$ cat config.mk
export PLATFORM = sky130hd
export DESIGN_NAME = cbvb_ctrl
export DESIGN_NICKNAME = d
export VERILOG_FILES = /design/src/sv/cbvb_pkg.sv /design/src/sv/cbvb_ctrl.sv
export VERILOG_INCLUDE_DIRS = /design/src /design/src/sv
export SDC_FILE = /design/constraint.sdc
export NUM_CORES = 1
export LEC_CHECK = 0
export ABC_AREA = 1
export CORE_ASPECT_RATIO = 1.25
export CORE_UTILIZATION = 40
export CTS_BUF_LIST = sky130_fd_sc_hd__clkbuf_4
export CTS_CLUSTER_SIZE = 40
export DETAILED_ROUTE_END_ITERATION = 12
export DONT_BUFFER_PORTS = 1
export PLACE_DENSITY_LB_ADDON = 0.05
export SLEW_MARGIN = 20
export SYNTH_ARGS = -nofsm -noshare
export SYNTH_HDL_FRONTEND = slang
export SYNTH_SLANG_ARGS = --single-unit
$ cat constraint.sdc
create_clock -name clk -period 3.1 [get_ports clk]
set_clock_uncertainty 0.1 [all_clocks]
set_input_delay 0.465 -clock clk [delete_from_list [all_inputs] [get_ports clk]]
set_output_delay 0.465 -clock clk [all_outputs]
set_load 0.01 [all_outputs]
$ cat src/sv/cone_beam_voxel_backprojection_defines.svh
// assertion macros shared by the backprojection rtl
// used by cbvb_ctrl and cbvb_datapath, which expect clk and rst_n in scope
`ifndef CONE_BEAM_VOXEL_BACKPROJECTION_DEFINES_SVH
`define CONE_BEAM_VOXEL_BACKPROJECTION_DEFINES_SVH

// property must hold at every clock edge out of reset
`define CBVB_ASSERT(lbl, prop, msg) \
  lbl: assert property (@(posedge clk) disable iff (!rst_n) (prop)) else $error(msg);

// condition must never be seen out of reset
`define CBVB_ASSERT_NEVER(lbl, cond, msg) \
  lbl: assert property (@(posedge clk) disable iff (!rst_n) !(cond)) else $error(msg);

`endif

$ cat src/sv/cbvb_pkg.sv
// shared constants, types and command/status structs of the backprojection engine
// no dependencies
`timescale 1ns / 1ps

package cbvb_pkg;

  localparam int IMAGE_WIDTH  = 64;
  localparam int IMAGE_HEIGHT = 64;

  localparam int IDX_W  = 6;
  localparam int SD_W   = 24;
  localparam int UOF_W  = 16;
  localparam int PIX_W  = 24;
  localparam int TRIG_W = 16;
  localparam int VAL_W  = 32;

  localparam int IMG_DEPTH = IMAGE_WIDTH * IMAGE_HEIGHT;
  localparam int VOL_DEPTH = IMAGE_WIDTH * IMAGE_WIDTH * IMAGE_HEIGHT;
  localparam int IMG_AW    = $clog2(IMG_DEPTH);
  localparam int VOL_AW    = $clog2(VOL_DEPTH);

  localparam int ANG_SHIFT = 14;
  localparam int FRAC_W    = 8;
  localparam int CRD_W     = 18;
  localparam int PRD_W     = CRD_W + TRIG_W;
  localparam int SQ_W      = 2 * CRD_W + 1;
  localparam int T_W       = PRD_W + 2;
  localparam int NUM_W     = T_W + SD_W;
  localparam int DEN_W     = SD_W + ANG_SHIFT + 2;
  localparam int Q_W       = NUM_W + 1;
  localparam int M_W       = Q_W + 1;
  localparam int CNT_W     = $clog2(NUM_W);
  localparam int WGT_W     = FRAC_W + 2;
  localparam int A_W       = PIX_W + WGT_W + 1;
  localparam int R_W       = A_W + WGT_W + 1;
  localparam int SUM_W     = VAL_W + 2;

  localparam int    CYL_MARGIN     = 3;
  localparam int    EDGE_MARGIN_Q8 = 26;
  localparam longint CYL_R  = longint'(IMAGE_WIDTH) * 128 - CYL_MARGIN * 256;
  localparam longint CYL_R2 = CYL_R * CYL_R;
  localparam longint UMAX   = longint'(IMAGE_WIDTH - 1) * 256 - EDGE_MARGIN_Q8;
  localparam longint VMAX   = longint'(IMAGE_HEIGHT - 1) * 256 - EDGE_MARGIN_Q8;

  localparam logic [SD_W-1:0]  SD_RESET  = SD_W'(256000);
  localparam logic [UOF_W-1:0] UOF_RESET = '0;

  localparam int REG_SD  = 0;
  localparam int REG_UOF = 1;

  typedef enum logic [1:0] {
    OP_LOAD  = 2'd0,
    OP_BPROJ = 2'd1,
    OP_READ  = 2'd2,
    OP_CLEAR = 2'd3
  } op_t;

  typedef enum logic [4:0] {
    STEP_IDLE, STEP_CLR, STEP_VRD, STEP_DISP,
    STEP_GEO1, STEP_GEO2, STEP_GEO3, STEP_GEO4, STEP_TST,
    STEP_MUL, STEP_DINU, STEP_DIVU, STEP_DINV, STEP_DIVV, STEP_CHK,
    STEP_PRD0, STEP_PRD1, STEP_PRD2, STEP_PRD3, STEP_PRDW,
    STEP_BL1, STEP_BL2, STEP_BL3, STEP_ACC, STEP_OUT
  } step_t;

  typedef struct packed {
    step_t step;
    logic  accept;
  } cmd_t;

  typedef struct packed {
    op_t  op;
    logic in_range;
    logic geo_ok;
    logic iter_last;
    logic clr_last;
    logic det_ok;
    logic out_free;
  } sts_t;

  typedef struct packed {
    logic [SD_W-1:0]         sd;
    logic signed [UOF_W-1:0] uoff;
  } cfg_t;

endpackage

$ cat src/sv/cbvb_ctrl.sv
// sequencing state machine of the backprojection engine
// depends on cbvb_pkg and the assertion macro header
`timescale 1ns / 1ps
`include "cone_beam_voxel_backprojection_defines.svh"

module cbvb_ctrl
  import cbvb_pkg::*;
(
  input  logic clk,
  input  logic rst_n,
  input  logic in_tvalid,
  output logic in_tready,
  output cmd_t cmd,
  input  sts_t sts
);

  typedef enum logic [24:0] {
    ST_CLR  = 25'd1 << 0,
    ST_IDLE = 25'd1 << 1,
    ST_VRD  = 25'd1 << 2,
    ST_DISP = 25'd1 << 3,
    ST_GEO1 = 25'd1 << 4,
    ST_GEO2 = 25'd1 << 5,
    ST_GEO3 = 25'd1 << 6,
    ST_GEO4 = 25'd1 << 7,
    ST_TST  = 25'd1 << 8,
    ST_MUL  = 25'd1 << 9,
    ST_DINU = 25'd1 << 10,
    ST_DIVU = 25'd1 << 11,
    ST_DINV = 25'd1 << 12,
    ST_DIVV = 25'd1 << 13,
    ST_CHK  = 25'd1 << 14,
    ST_PRD0 = 25'd1 << 15,
    ST_PRD1 = 25'd1 << 16,
    ST_PRD2 = 25'd1 << 17,
    ST_PRD3 = 25'd1 << 18,
    ST_PRDW = 25'd1 << 19,
    ST_BL1  = 25'd1 << 20,
    ST_BL2  = 25'd1 << 21,
    ST_BL3  = 25'd1 << 22,
    ST_ACC  = 25'd1 << 23,
    ST_OUT  = 25'd1 << 24
  } state_t;

  state_t state_r, state_nxt;
  step_t  step;

  always_ff @(posedge clk) begin
    if (!rst_n) begin
      state_r <= ST_CLR;
    end else begin
      state_r <= state_nxt;
    end
  end

  always_comb begin
    state_nxt = state_r;
    step      = STEP_IDLE;
    unique case (state_r)
      ST_CLR: begin
        step = STEP_CLR;
        if (sts.clr_last) state_nxt = ST_IDLE;
      end
      ST_IDLE: begin
        step = STEP_IDLE;
        if (in_tvalid) state_nxt = ST_VRD;
      end
      ST_VRD: begin
        step      = STEP_VRD;
        state_nxt = ST_DISP;
      end
      ST_DISP: begin
        step      = STEP_DISP;
        state_nxt = (sts.op == OP_BPROJ && sts.in_range) ? ST_GEO1 : ST_OUT;
      end
      ST_GEO1: begin
        step      = STEP_GEO1;
        state_nxt = ST_GEO2;
      end
      ST_GEO2: begin
        step      = STEP_GEO2;
        state_nxt = ST_GEO3;
      end
      ST_GEO3: begin
        step      = STEP_GEO3;
        state_nxt = ST_GEO4;
      end
      ST_GEO4: begin
        step      = STEP_GEO4;
        state_nxt = ST_TST;
      end
      ST_TST: begin
        step      = STEP_TST;
        state_nxt = sts.geo_ok ? ST_MUL : ST_OUT;
      end
      ST_MUL: begin
        step = STEP_MUL;
        if (sts.iter_last) state_nxt = ST_DINU;
      end
      ST_DINU: begin
        step      = STEP_DINU;
        state_nxt = ST_DIVU;
      end
      ST_DIVU: begin
        step = STEP_DIVU;
        if (sts.iter_last) state_nxt = ST_DINV;
      end
      ST_DINV: begin
        step      = STEP_DINV;
        state_nxt = ST_DIVV;
      end
      ST_DIVV: begin
        step = STEP_DIVV;
        if (sts.iter_last) state_nxt = ST_CHK;
      end
      ST_CHK: begin
        step      = STEP_CHK;
        state_nxt = sts.det_ok ? ST_PRD0 : ST_OUT;
      end
      ST_PRD0: begin
        step      = STEP_PRD0;
        state_nxt = ST_PRD1;
      end
      ST_PRD1: begin
        step      = STEP_PRD1;
        state_nxt = ST_PRD2;
      end
      ST_PRD2: begin
        step      = STEP_PRD2;
        state_nxt = ST_PRD3;
      end
      ST_PRD3: begin
        step      = STEP_PRD3;
        state_nxt = ST_PRDW;
      end
      ST_PRDW: begin
        step      = STEP_PRDW;
        state_nxt = ST_BL1;
      end
      ST_BL1: begin
        step      = STEP_BL1;
        state_nxt = ST_BL2;
      end
      ST_BL2: begin
        step      = STEP_BL2;
        state_nxt = ST_BL3;
      end
      ST_BL3: begin
        step      = STEP_BL3;
        state_nxt = ST_ACC;
      end
      ST_ACC: begin
        step      = STEP_ACC;
        state_nxt = ST_OUT;
      end
      ST_OUT: begin
        step = STEP_OUT;
        if (sts.out_free) state_nxt = ST_IDLE;
      end
      default: begin
        step      = STEP_IDLE;
        state_nxt = ST_IDLE;
      end
    endcase
  end

  assign in_tready  = (state_r == ST_IDLE);
  assign cmd.step   = step;
  assign cmd.accept = in_tready && in_tvalid;

  `CBVB_ASSERT(a_accept_reads, cmd.accept |=> state_r == ST_VRD, "accept not followed by voxel read")
  `CBVB_ASSERT(a_div_holds, (state_r == ST_DIVU && !sts.iter_last) |=> state_r == ST_DIVU,
               "divider left before last iteration")
  `CBVB_ASSERT_NEVER(a_no_accept_clr, state_r == ST_CLR && in_tready, "ready during clear pass")

endmodule

==> results.cfg <==
[run_status]
status = finished, final reports clean

[critical_path]
crit_arrival_ps = 2150
endpoint_kind = output port
start_kind = flip-flop
required_ps = 2530
critPathMaxFanout = 9
crit_type = flip-flop to output port

[clock_tree]
cts_tree = built
cts_max_path_buffers = 2
clock_sinks = 25
clkLatencyLatePin_ps = 320
clkTransAtPathRegs_ps = 130
h-tree-depth = 1
cts_buffers = 3
hold_buffers = 0
post_cts_buffers = 0
root_buffer = clkbuf_4
cts_resized = 0

[timing]
worst_pin_slew_ps = 505
slew_viol_final = 0
grt_setup_unrepaired = no
setup_tns_ps = 0
finalCriticalPeriod_ps = 2710
post-route-period-util_pct = 87.5
max_clock_freq_mhz = 368
fin_ws_ps = 386
hold_viol = 0
setup_viol = 0
slew_headroom_pct = 66.1

[finish]
nets = 323
layout_common_cells = nor2_1, nand2_1, inv_1
layout.cells.most_common = nor2_1
largest_reg_flops = 25
area_growth_pct = 3.10
multi_input_area_um2 = 1150
reg_top3 = state_r: 25 flops
final-seq-area_um2 = 500
n_antenna_cell = 0
layout-drive-gt1-share_pct = 18.6
regMostFlops = state_r
n_fill_cell = 501

[synthesis]
synth-edff-count = 0
async_flop_share_pct = 0
synth_area_um2 = 1900
synth_cell_type_count = 27
syn_inst = 311
yosysWarnings = 0
ys_ff_latch = 25
avgSynthCellArea_um2 = 6.10
syn_nets = 322
synth_flop_cell = dfxtp_1
ys_seq_area_share_pct = 26.4

[power]
p_leak_nw = 0.999
max-vdd-ir-drop_v = 0.000148
finalPower_w = 0.000605
powerDensity_nw_per_um2 = 310

[floorplan]
ios = 18
start_util_pct = 42.2
die_w_um = 63.6
die_h_um = 79.0
rows = 27
coreArea_um2 = 4490
dieArea_um2 = 5020

[global_routing]
grt_overflow = 0
grt.total_usage_pct = 20.4
grt_max_degree = 19
grt_pass1_vias = 1759
grt_pass1_wl_um = 7990
antenna_found_initial = 0

[place]
dp_slack_ps = 747
dp_hpwl_um = 3820
globalplace.congestion = 0.850
port_buffers = 0

[routing]
drc = 0
finalWirelength_um = 4780
wl_per_cell_um = 12.9
via_per_inst = 5.02
dr.pass1.iters = 4
drtIter0Drc = 115
vias = 1853
final_antenna_net_count = 0

[worst_hold_path]
hold_path.class = primary input to flip-flop

[job]
maxCapViolCount = 0
## final timing paths
| check | end | cells past startpoint | slack [ps] | start |
|---|---|---|---|---|
| max | cmd[1] | 7 | 390 | state_r[6] |
| min | state_r[4] | 1 | 100 | sts[7] |
| max reg2reg | state_r[1] | 10 | 1140 | state_r[17] |
| min reg2reg | state_r[1] | 4 | 490 | state_r[1] |
## synth_stat cells, types with 3 or more instances
cell type / number / area, um2
a21oi_1: 4 / 20.0
dfxtp_1: 25 / 500
inv_1: 38 / 143
inv_2: 14 / 52.6
nand2_1: 58 / 218
nand2_2: 8 / 50.1
nand2_4: 3 / 33.8
nand3_1: 29 / 145
nand3_2: 10 / 100
nand4_1: 7 / 43.8
nor2_1: 65 / 244
nor2_2: 12 / 75.1
nor2_4: 3 / 33.8
nor3_1: 15 / 75.1
nor4_1: 5 / 31.3
o21ai_0: 4 / 20.0
## per-layer routing
| metal | share of wire, % | wire [um] | track usage (%) | up-vias |
|---|---|---|---|---|
| met1 | 45 | 2130 | 26.1 | 836 |
| met4 | 1.0 | 49 | 5.45 | 0 |
| met5 | 0 | 0 | 0 | - |
| met3 | 4.4 | 212 | 2.16 | 4 |
| met2 | 50 | 2380 | 35.7 | 37 |
| li1 | - | - | - | 976 |
## logic make-up (layout without fill, tap and decap cells)
kind of cell / Yosys count / in the layout / synth area share [%]
flip-flops: 25 / 25 / 26.4
AO/OA/AOI/OAI: 11 / 11 / 3.30
AND/OR/NAND/NOR: 217 / 217 / 57.1
buffers and inverters: 58 / 58 / 13.2
## through the flow
| step | utilization, % | hold slack [ps] | cell area [um2] | cells |
|---|---|---|---|---|
| floorplan | - | 442 | 1900 | 311 |
| global placement | 42.9 | 445 | 1930 | 365 |
| detailed placement | 42.9 | 447 | 1930 | 365 |
| CTS | 43.5 | 80.8 | 1960 | 369 |
| global route | 43.5 | 64.2 | 1960 | 369 |
| finish | 43.5 | 103 | 1960 | 369 |
## worst max-delay path: stages (launching register included)
cell,delay (ps)
dfxtp_1,350
nor2_2,200
nand2_2,100
nor2_4,260
nand2_4,120
nor3_1,410
nor3_1,170
nand4_1,220
## report_power, final
group	internal [W]	switching, W
combinational	0.0000297	0.0000838
sequential	0.000327	0.00000614
clock	0.0000591	0.0000996
total	0.000416	0.000190
## cell type report
class / count / share of cell area (%)
multi-input combinational: 228 / 58.6
clock buffer: 4 / 1.54
inverter: 54 / 10.6
sequential: 25 / 25.6
tap: 58 / 3.71
(Power assumes the default switching activity.)
